==> config.mk <==
export PLATFORM = sky130hd
export DESIGN_NAME = block_matrix_multiply_accumulate
export DESIGN_NICKNAME = d
export VERILOG_FILES = /design/src/rtl/bmma_pkg.sv /design/src/rtl/bmma_ctrl.sv /design/src/rtl/bmma_datapath.sv /design/src/rtl/block_matrix_multiply_accumulate.sv
export SDC_FILE = /design/constraint.sdc
export NUM_CORES = 2
export LEC_CHECK = 0
export BUFFER_PORTS_ARGS = -buffer_cell sky130_fd_sc_hd__buf_2
export CORE_MARGIN = 2
export CORE_UTILIZATION = 30
export DETAILED_ROUTE_END_ITERATION = 6
export PLACE_DENSITY = 0.42
export SKIP_LAST_GASP = 1
export SLEW_MARGIN = 20
export SYNTH_ARGS = -nofsm -noshare
export SYNTH_HDL_FRONTEND = slang
export SYNTH_MEMORY_MAX_BITS = 65536
export SYNTH_SLANG_ARGS = --single-unit
==> constraint.sdc <==
create_clock -name clk -period 8.8 [get_ports clk]
set_input_delay 0.44 -clock clk [delete_from_list [all_inputs] [get_ports clk]]
set_output_delay 0.44 -clock clk [all_outputs]
set_load 0.03 [all_outputs]
==> src/rtl/bmma_pkg.sv <==
// shared types and constants for the block matrix multiply-accumulate
package bmma_pkg;

  localparam int IDX_W       = 3;
  localparam int VAL_W       = 16;
  localparam int PROD_W      = 2 * VAL_W;
  localparam int ACC_W       = 40;
  localparam int DIM_W       = 4;
  localparam int MAX_DIM_DEF = 8;

  localparam logic [DIM_W-1:0] DIM_RESET = 4'd8;

  localparam logic signed [ACC_W-1:0] ACC_MAX = {1'b0, {(ACC_W-1){1'b1}}};
  localparam logic signed [ACC_W-1:0] ACC_MIN = {1'b1, {(ACC_W-1){1'b0}}};

  typedef struct packed {
    logic             load;
    logic             clear;
    logic             mac;
    logic             first;
    logic             lastk;
    logic             emit;
    logic             emit_last;
    logic [IDX_W-1:0] i;
    logic [IDX_W-1:0] j;
    logic [IDX_W-1:0] k;
  } dp_cmd_t;

  typedef struct packed {
    logic mac_busy;
    logic out_busy;
    logic out_free;
  } dp_sts_t;

endpackage

==> src/rtl/bmma_ctrl.sv <==
// sequencer: load acceptance, multiply-accumulate loop order and result streaming
module bmma_ctrl #(
  parameter int MAX_DIM = bmma_pkg::MAX_DIM_DEF
) (
  input  logic                       clk,
  input  logic                       rst_n,
  input  logic                       in_valid,
  input  logic                       in_last_load,
  input  logic                       in_clear_first,
  input  logic                       in_emit_result,
  output logic                       in_stall,
  input  logic                       cfg_valid,
  input  logic [bmma_pkg::DIM_W-1:0] cfg_dim_in_use,
  output logic                       cfg_ready,
  input  bmma_pkg::dp_sts_t          sts,
  output bmma_pkg::dp_cmd_t          cmd
);
  import bmma_pkg::*;

  localparam logic [1:0] ST_IDLE  = 2'd0;
  localparam logic [1:0] ST_MAC   = 2'd1;
  localparam logic [1:0] ST_DRAIN = 2'd2;
  localparam logic [1:0] ST_EMIT  = 2'd3;

  logic [1:0]       state_r, state_nxt;
  logic [DIM_W-1:0] dim_r, dim_nxt;
  logic [IDX_W-1:0] dm1_r, dm1_nxt;
  logic             emit_r, emit_nxt;
  logic [IDX_W-1:0] i_r, i_nxt, j_r, j_nxt, k_r, k_nxt;
  logic [IDX_W-1:0] dm1_cfg;
  logic             accept;

  assign cfg_ready = 1'b1;
  assign in_stall  = (state_r != ST_IDLE);
  assign accept    = in_valid && (state_r == ST_IDLE);

  // active size clamped to 1..MAX_DIM, kept as last index
  always_comb begin
    priority if (dim_r == '0) begin
      dm1_cfg = '0;
    end else if (dim_r > DIM_W'(MAX_DIM)) begin
      dm1_cfg = IDX_W'(MAX_DIM - 1);
    end else begin
      dm1_cfg = IDX_W'(dim_r - 1'b1);
    end
  end

  always_comb begin
    state_nxt = state_r;
    dim_nxt   = dim_r;
    dm1_nxt   = dm1_r;
    emit_nxt  = emit_r;
    i_nxt     = i_r;
    j_nxt     = j_r;
    k_nxt     = k_r;
    cmd       = '0;
    cmd.i     = i_r;
    cmd.j     = j_r;
    cmd.k     = k_r;

    if (cfg_valid) begin
      dim_nxt = cfg_dim_in_use;
    end

    unique case (state_r)
      ST_IDLE: begin
        cmd.load = accept;
        if (accept && in_last_load) begin
          cmd.clear = in_clear_first;
          dm1_nxt   = dm1_cfg;
          emit_nxt  = in_emit_result;
          i_nxt     = '0;
          j_nxt     = '0;
          k_nxt     = '0;
          state_nxt = ST_MAC;
        end
      end
      ST_MAC: begin
        if (!sts.out_busy) begin
          cmd.mac   = 1'b1;
          cmd.first = (k_r == '0);
          cmd.lastk = (k_r == dm1_r);
          if (k_r != dm1_r) begin
            k_nxt = k_r + 1'b1;
          end else begin
            k_nxt = '0;
            if (j_r != dm1_r) begin
              j_nxt = j_r + 1'b1;
            end else begin
              j_nxt = '0;
              if (i_r != dm1_r) begin
                i_nxt = i_r + 1'b1;
              end else begin
                i_nxt     = '0;
                state_nxt = ST_DRAIN;
              end
            end
          end
        end
      end
      ST_DRAIN: begin
        if (!sts.mac_busy) begin
          state_nxt = emit_r ? ST_EMIT : ST_IDLE;
        end
      end
      ST_EMIT: begin
        if (sts.out_free) begin
          cmd.emit      = 1'b1;
          cmd.emit_last = (i_r == dm1_r) && (j_r == dm1_r);
          if (j_r != dm1_r) begin
            j_nxt = j_r + 1'b1;
          end else begin
            j_nxt = '0;
            if (i_r != dm1_r) begin
              i_nxt = i_r + 1'b1;
            end else begin
              i_nxt     = '0;
              state_nxt = ST_IDLE;
            end
          end
        end
      end
      default: begin
        state_nxt = ST_IDLE;
      end
    endcase
  end

  always_ff @(posedge clk) begin
    if (!rst_n) begin
      state_r <= ST_IDLE;
      dim_r   <= DIM_RESET;
      dm1_r   <= '0;
      emit_r  <= 1'b0;
      i_r     <= '0;
      j_r     <= '0;
      k_r     <= '0;
    end else begin
      state_r <= state_nxt;
      dim_r   <= dim_nxt;
      dm1_r   <= dm1_nxt;
      emit_r  <= emit_nxt;
      i_r     <= i_nxt;
      j_r     <= j_nxt;
      k_r     <= k_nxt;
    end
  end

endmodule

==> src/rtl/bmma_datapath.sv <==
// element stores, accumulator memory, multiply-accumulate pipe and output word register
module bmma_datapath #(
  parameter int MAX_DIM = bmma_pkg::MAX_DIM_DEF
) (
  input  logic                              clk,
  input  logic                              rst_n,
  input  bmma_pkg::dp_cmd_t                 cmd,
  output bmma_pkg::dp_sts_t                 sts,
  input  logic [bmma_pkg::IDX_W-1:0]        in_row_index,
  input  logic [bmma_pkg::IDX_W-1:0]        in_col_index,
  input  logic signed [bmma_pkg::VAL_W-1:0] in_a_value,
  input  logic signed [bmma_pkg::VAL_W-1:0] in_b_value,
  output logic                              out_valid,
  input  logic                              out_stall,
  output logic [bmma_pkg::IDX_W-1:0]        out_row,
  output logic [bmma_pkg::IDX_W-1:0]        out_col,
  output logic signed [bmma_pkg::ACC_W-1:0] out_c_value,
  output logic                              out_last_out
);
  import bmma_pkg::*;

  localparam int CELLS = MAX_DIM * MAX_DIM;
  localparam int AW    = (MAX_DIM > 1) ? $clog2(CELLS) : 1;

  logic signed [VAL_W-1:0]  a_mem [CELLS];
  logic signed [VAL_W-1:0]  b_mem [CELLS];
  logic signed [ACC_W-1:0]  c_mem [CELLS];
  logic [CELLS-1:0]         c_vld_r;

  logic [AW-1:0]            ld_addr, a_addr, b_addr, c_addr;
  logic                     ld_ok;

  logic signed [VAL_W-1:0]  a_rd_r, b_rd_r;
  logic signed [ACC_W-1:0]  c_rd_r;
  logic                     c_rd_vld_r;

  logic                     s1_vld_r, s1_first_r, s1_lastk_r;
  logic [AW-1:0]            s1_addr_r;
  logic                     s2_vld_r, s2_first_r, s2_lastk_r;
  logic [AW-1:0]            s2_addr_r;
  logic signed [PROD_W-1:0] prod_r;
  logic signed [ACC_W-1:0]  cinit_r;
  logic signed [ACC_W-1:0]  acc_r;

  logic signed [ACC_W-1:0]  base;
  logic signed [ACC_W:0]    sum;
  logic signed [ACC_W-1:0]  sat;

  logic                     out_valid_r;
  logic [IDX_W-1:0]         out_row_r, out_col_r;
  logic                     out_last_r;

  assign ld_ok   = (int'(in_row_index) < MAX_DIM) && (int'(in_col_index) < MAX_DIM);
  assign ld_addr = AW'(int'(in_row_index) * MAX_DIM + int'(in_col_index));
  assign a_addr  = AW'(int'(cmd.i) * MAX_DIM + int'(cmd.k));
  assign b_addr  = AW'(int'(cmd.k) * MAX_DIM + int'(cmd.j));
  assign c_addr  = AW'(int'(cmd.i) * MAX_DIM + int'(cmd.j));

  // element stores
  always_ff @(posedge clk) begin
    if (cmd.load && ld_ok) begin
      a_mem[ld_addr] <= in_a_value;
      b_mem[ld_addr] <= in_b_value;
    end
    if (cmd.mac) begin
      a_rd_r <= a_mem[a_addr];
      b_rd_r <= b_mem[b_addr];
    end
  end

  // accumulator memory, unwritten entries read as zero
  always_ff @(posedge clk) begin
    if (s2_vld_r && s2_lastk_r) begin
      c_mem[s2_addr_r] <= sat;
    end
    if (cmd.mac || cmd.emit) begin
      c_rd_r <= c_mem[c_addr];
    end
  end

  always_ff @(posedge clk) begin
    if (!rst_n) begin
      c_vld_r    <= '0;
      c_rd_vld_r <= 1'b0;
    end else begin
      if (cmd.clear) begin
        c_vld_r <= '0;
      end else if (s2_vld_r && s2_lastk_r) begin
        c_vld_r[s2_addr_r] <= 1'b1;
      end
      if (cmd.mac || cmd.emit) begin
        c_rd_vld_r <= c_vld_r[c_addr];
      end
    end
  end

  // saturating add
  assign base = s2_first_r ? cinit_r : acc_r;
  assign sum  = {base[ACC_W-1], base}
              + {{(ACC_W + 1 - PROD_W){prod_r[PROD_W-1]}}, prod_r};

  always_comb begin
    priority if (sum[ACC_W] != sum[ACC_W-1]) begin
      sat = sum[ACC_W] ? ACC_MIN : ACC_MAX;
    end else begin
      sat = sum[ACC_W-1:0];
    end
  end

  always_ff @(posedge clk) begin
    if (!rst_n) begin
      s1_vld_r <= 1'b0;
      s2_vld_r <= 1'b0;
    end else begin
      s1_vld_r <= cmd.mac;
      s2_vld_r <= s1_vld_r;
    end
  end

  always_ff @(posedge clk) begin
    s1_first_r <= cmd.first;
    s1_lastk_r <= cmd.lastk;
    s1_addr_r  <= c_addr;
    s2_first_r <= s1_first_r;
    s2_lastk_r <= s1_lastk_r;
    s2_addr_r  <= s1_addr_r;
    prod_r     <= a_rd_r * b_rd_r;
    cinit_r    <= c_rd_vld_r ? c_rd_r : '0;
    if (s2_vld_r) begin
      acc_r <= sat;
    end
  end

  // output word
  always_ff @(posedge clk) begin
    if (!rst_n) begin
      out_valid_r <= 1'b0;
    end else begin
      priority if (cmd.emit) begin
        out_valid_r <= 1'b1;
      end else if (!out_stall) begin
        out_valid_r <= 1'b0;
      end
    end
  end

  always_ff @(posedge clk) begin
    if (cmd.emit) begin
      out_row_r  <= cmd.i;
      out_col_r  <= cmd.j;
      out_last_r <= cmd.emit_last;
    end
  end

  assign out_valid    = out_valid_r;
  assign out_row      = out_row_r;
  assign out_col      = out_col_r;
  assign out_last_out = out_last_r;
  assign out_c_value  = c_rd_vld_r ? c_rd_r : '0;

  assign sts.mac_busy = s1_vld_r || s2_vld_r;
  assign sts.out_busy = out_valid_r;
  assign sts.out_free = !out_valid_r || !out_stall;

endmodule

==> src/rtl/block_matrix_multiply_accumulate.sv <==
// top level of the block matrix multiply-accumulate
//
//  port group   direction  handshake            word
//  in_          input      in_valid / in_stall  indices, a and b elements, flags
//  out_         output     out_valid/out_stall  row, column, accumulator, last mark
//  cfg_         input      cfg_valid/cfg_ready  active block size
//
// a word with last_load starts d*d*d multiply-accumulate steps, one product a cycle
// while no output word is pending, through the single multiplier, then the pipe
// drains; with emit_result, d*d output words follow at one a cycle when not stalled.
// accumulation waits until a pending output word has been taken.
// reset is synchronous; accumulator entries read as zero until written, no clear pass.
module block_matrix_multiply_accumulate #(
  parameter int MAX_DIM = bmma_pkg::MAX_DIM_DEF
) (
  input  logic                              clk,
  input  logic                              rst_n,
  input  logic                              in_valid,
  output logic                              in_stall,
  input  logic [bmma_pkg::IDX_W-1:0]        in_row_index,
  input  logic [bmma_pkg::IDX_W-1:0]        in_col_index,
  input  logic signed [bmma_pkg::VAL_W-1:0] in_a_value,
  input  logic signed [bmma_pkg::VAL_W-1:0] in_b_value,
  input  logic                              in_last_load,
  input  logic                              in_clear_first,
  input  logic                              in_emit_result,
  output logic                              out_valid,
  input  logic                              out_stall,
  output logic [bmma_pkg::IDX_W-1:0]        out_row,
  output logic [bmma_pkg::IDX_W-1:0]        out_col,
  output logic signed [bmma_pkg::ACC_W-1:0] out_c_value,
  output logic                              out_last_out,
  input  logic                              cfg_valid,
  output logic                              cfg_ready,
  input  logic [bmma_pkg::DIM_W-1:0]        cfg_dim_in_use
);
  import bmma_pkg::*;

  dp_cmd_t cmd;
  dp_sts_t sts;

  bmma_ctrl #(
    .MAX_DIM(MAX_DIM)
  ) u_ctrl (
    .clk            (clk),
    .rst_n          (rst_n),
    .in_valid       (in_valid),
    .in_last_load   (in_last_load),
    .in_clear_first (in_clear_first),
    .in_emit_result (in_emit_result),
    .in_stall       (in_stall),
    .cfg_valid      (cfg_valid),
    .cfg_dim_in_use (cfg_dim_in_use),
    .cfg_ready      (cfg_ready),
    .sts            (sts),
    .cmd            (cmd)
  );

  bmma_datapath #(
    .MAX_DIM(MAX_DIM)
  ) u_datapath (
    .clk          (clk),
    .rst_n        (rst_n),
    .cmd          (cmd),
    .sts          (sts),
    .in_row_index (in_row_index),
    .in_col_index (in_col_index),
    .in_a_value   (in_a_value),
    .in_b_value   (in_b_value),
    .out_valid    (out_valid),
    .out_stall    (out_stall),
    .out_row      (out_row),
    .out_col      (out_col),
    .out_c_value  (out_c_value),
    .out_last_out (out_last_out)
  );

  // a final load word always starts the accumulate pass
  a_last_goes_busy: assert property (@(posedge clk) disable iff (!rst_n)
    in_valid && !in_stall && in_last_load |=> in_stall)
    else $error("final load word did not start accumulation");

  // a plain load word leaves the block ready
  a_load_stays_ready: assert property (@(posedge clk) disable iff (!rst_n)
    in_valid && !in_stall && !in_last_load |=> !in_stall)
    else $error("plain load word made the block busy");

  // nothing follows the final word of a block without a new input word
  a_no_word_after_last: assert property (@(posedge clk) disable iff (!rst_n)
    out_valid && !out_stall && out_last_out |=> !out_valid)
    else $error("output word after final word of block");

endmodule

==> impl_metrics.py <==
metrics = {
    "sta": {
        "rsz0062_at_grt": "no",
        "worst_pin_slew_ps": 1150,
        "finalHoldViolations": 0,
        "fin_skew_ps": 96.1,
        "timing.final.crit_share": 0.748,
        "finalMaxSlewViolations": 0,
        "finalSetupViolCount": 0,
        "fin_crit_ps": 6580,
        "layout_setup_ws_ps": 2220,
        "tns_ps": 0,
        "slew_headroom": 0.234,
        "max_freq_mhz": 152,
    },
    "die": {
        "start_util": 0.301,
        "core_sq_mm": 0.654,
        "dieHeight_microns": 814,
        "die_w_microns": 814,
        "die-area_sq_mm": 0.663,
        "io_pins": 100,
        "rows": 297,
    },
    "logic_synthesis": {
        "post_synth.cell_area_avg_sq_um": 22.3,
        "async_flop_share": 0,
        "synthCells": 8840,
        "synthTopCellsByCount": "4727 x edfxtp_1, 1508 x mux4_2, 320 x inv_1, 263 x fa_1, 244 x clkbuf_1",
        "ys_warn_count": 0,
        "synth_top_area_share": 0.721,
        "ys_seq_area_frac": 0.739,
        "synth_edf_count": 4727,
        "synth.area.top_cells": "edfxtp_1 72%, mux4_2 17%, fa_1 2.7%, dfxtp_1 1.8%, ha_1 0.81%",
        "yosysMostFrequentCell": "edfxtp_1",
        "yosys_most_used_dff": "edfxtp_1",
        "ys_types": 71,
        "ys_seq_elements": 4902,
        "synth.largest_area_cell": "edfxtp_1",
        "synthesis.area_sq_mm": 0.197,
        "synth_nets": 9280,
    },
    "setup_path": {
        "reg2reg_slack_ps": 2220,
        "r2r_cells": 17,
        "critPathKind": "flop to flop",
        "end_kind": "flop",
        "crit_fanout": 16,
        "rr_endpoint": "u_datapath.prod_r[31]$_DFF_P_",
        "cp.arrival_ps": 7480,
        "required_ps": 9700,
        "reg2reg_from": "u_datapath.b_rd_r[1]$_DFFE_PP_",
        "worst_setup_path_start_kind": "flop",
    },
    "global_routing": {
        "overflow": 0,
        "grt_start_max_net_pins": 110,
        "first_global_vias": 99000,
        "antenna_found_initial": 68,
        "grt_use_total": 0.181,
        "grt_pass1_wl_mm": 835,
    },
    "hold_path": {
        "whs_path_depth": 2,
        "hold_class": "input pin to flop",
        "min-delay-start": "in_b_value[3]",
        "holdPathEnd": "u_datapath.b_mem[45][3]$_DFFE_PP_",
    },
    "drt": {
        "vias": 94000,
        "antenna_left": 0,
        "drc_errors": 0,
        "drt-pass1-iter-count": 5,
        "wl_per_cell_microns": 32.8,
        "via_per_inst": 5.05,
        "drt_iter0_markers": 9129,
        "wirelength_mm": 610,
    },
    "finish": {
        "n_fill_cell": 60600,
        "layout-drive-gt1-share": 0.293,
        "final_nets": 9820,
        "area_delta_synth_final_pct": 16.0,
    },
    "clock_tree": {
        "cts_resized": 0,
        "root_buffer": "clkbuf_16",
        "cts.sinks": 4902,
        "cts_hold_buf": 20,
        "clk_pin_slew_ps": 70,
        "cts_buffers": 558,
        "insertion_delay_ps": 1070,
        "post-cts-setup-buffer-count": 0,
        "htree_levels": 6,
        "cts_tree": "built",
        "cts_buffer_depth": 4,
    },
    "placed_design": {
        "gp_congestion": 0.774,
        "portBuffers": 98,
        "hpwl_mm": 342,
        "dp_slack_ps": 2180,
    },
    "flow_run": {
        "maxCapViolCount": 0,
    },
    "outcome": {
        "status": "completed",
    },
}
cells in the final DEF, fill, tap and decap left out, types with 79 or more instances in the layout:
cell type	n
clkinv_1	116
nor2_4	129
buf_4	262
mux4_2	1508
buf_2	79
inv_1	318
nand2_1	237
and2_1	180
ha_1	127
diode_2	102
clkbuf_16	561
dfxtp_1	164
fa_1	263
edfxtp_1	4727
clkinv_2	79
clkbuf_1	144
kinds of logic (layout without fill, tap and decap cells):
family | after synthesis | in the layout | share of synthesized area
xor gates and xnor gates | 79 | 79 | 0.00351
buffers and inverters | 758 | 1737 | 0.0156
adders and majority gates | 394 | 394 | 0.0350
AOI/OAI and AO/OA | 372 | 372 | 0.0123
and+or+nand+nor | 749 | 749 | 0.0183
DFF | 4902 | 4902 | 0.739
other | 1 | 103 | 0.0000190
muxes | 1585 | 1585 | 0.177
critical path: stages, from the launching register on:
cell	delay, ps
edfxtp_1	740
nand2_1	210
inv_1	170
fa_1	530
fa_1	880
fa_1	550
fa_1	510
fa_1	500
inv_1	50
fa_1	500
inv_1	50
ha_1	480
nand4_1	140
nor2_1	270
inv_1	100
or4_1	540
a21oi_1	170
nor3b_1	70
per-stage QoR:
step                instances  instance area, sq um  hold slack, ps   util
global placement        17400                210000             312  0.321
finish                  18600                228000             101  0.349
detailed placement      17400                210000             312  0.321
floorplan                8840                197000             310      -
global route            18600                228000            73.5  0.349
CTS                     18500                228000            36.5  0.348
layout make-up:
type,instances,area [sq um],area share
inverters,322,1220,0.00535
repair buffers,416,3410,0.0149
clock inverters,284,2720,0.0119
diodes,102,255,0.00112
clock buffers,715,14700,0.0644
flip-flops and latches,4902,145000,0.637
well taps,8671,10800,0.0475
multi-input cells,3180,49800,0.218
how the worst max path moves through the flow:
stage / endpoint / depth (start not counted) / from
2_1_floorplan: u_datapath.acc_r[38]$_DFFE_PP_ / 13 / u_datapath.s2_first_r$_DFF_P_
6_report: u_datapath.prod_r[31]$_DFF_P_ / 17 / u_datapath.b_rd_r[1]$_DFFE_PP_
5_1_grt: u_datapath.prod_r[31]$_DFF_P_ / 17 / u_datapath.b_rd_r[1]$_DFFE_PP_
3_5_place_dp: u_datapath.prod_r[30]$_DFF_P_ / 19 / u_datapath.b_rd_r[1]$_DFFE_PP_
3_3_place_gp: u_datapath.prod_r[25]$_DFF_P_ / 20 / u_datapath.b_rd_r[4]$_DFFE_PP_
4_1_cts: u_datapath.prod_r[30]$_DFF_P_ / 19 / u_datapath.b_rd_r[1]$_DFFE_PP_
layer usage:
layer  part of all wire  GRT usage
met3              0.046     0.0230
met2               0.52      0.321
met4              0.023     0.0409
met5           0.000034          0
met1               0.41      0.237
flip-flops by register name (all words and copies together), names as in the netlist, 4 cells and up:
register,flops
u_ctrl.dim_r,4
u_datapath.s2_addr_r,6
u_datapath.c_mem,2560
u_datapath.acc_r,40
u_datapath.c_vld_r,64
u_datapath.prod_r,32
u_datapath.b_rd_r,16
u_datapath.a_mem,1024
u_datapath.cinit_r,40
u_datapath.c_rd_r,40
u_datapath.b_mem,1024
u_datapath.a_rd_r,16
u_datapath.s1_addr_r,6
Power is not shown: default switching activity piles up to over one toggle a cycle in this logic, so the estimate is an artifact.
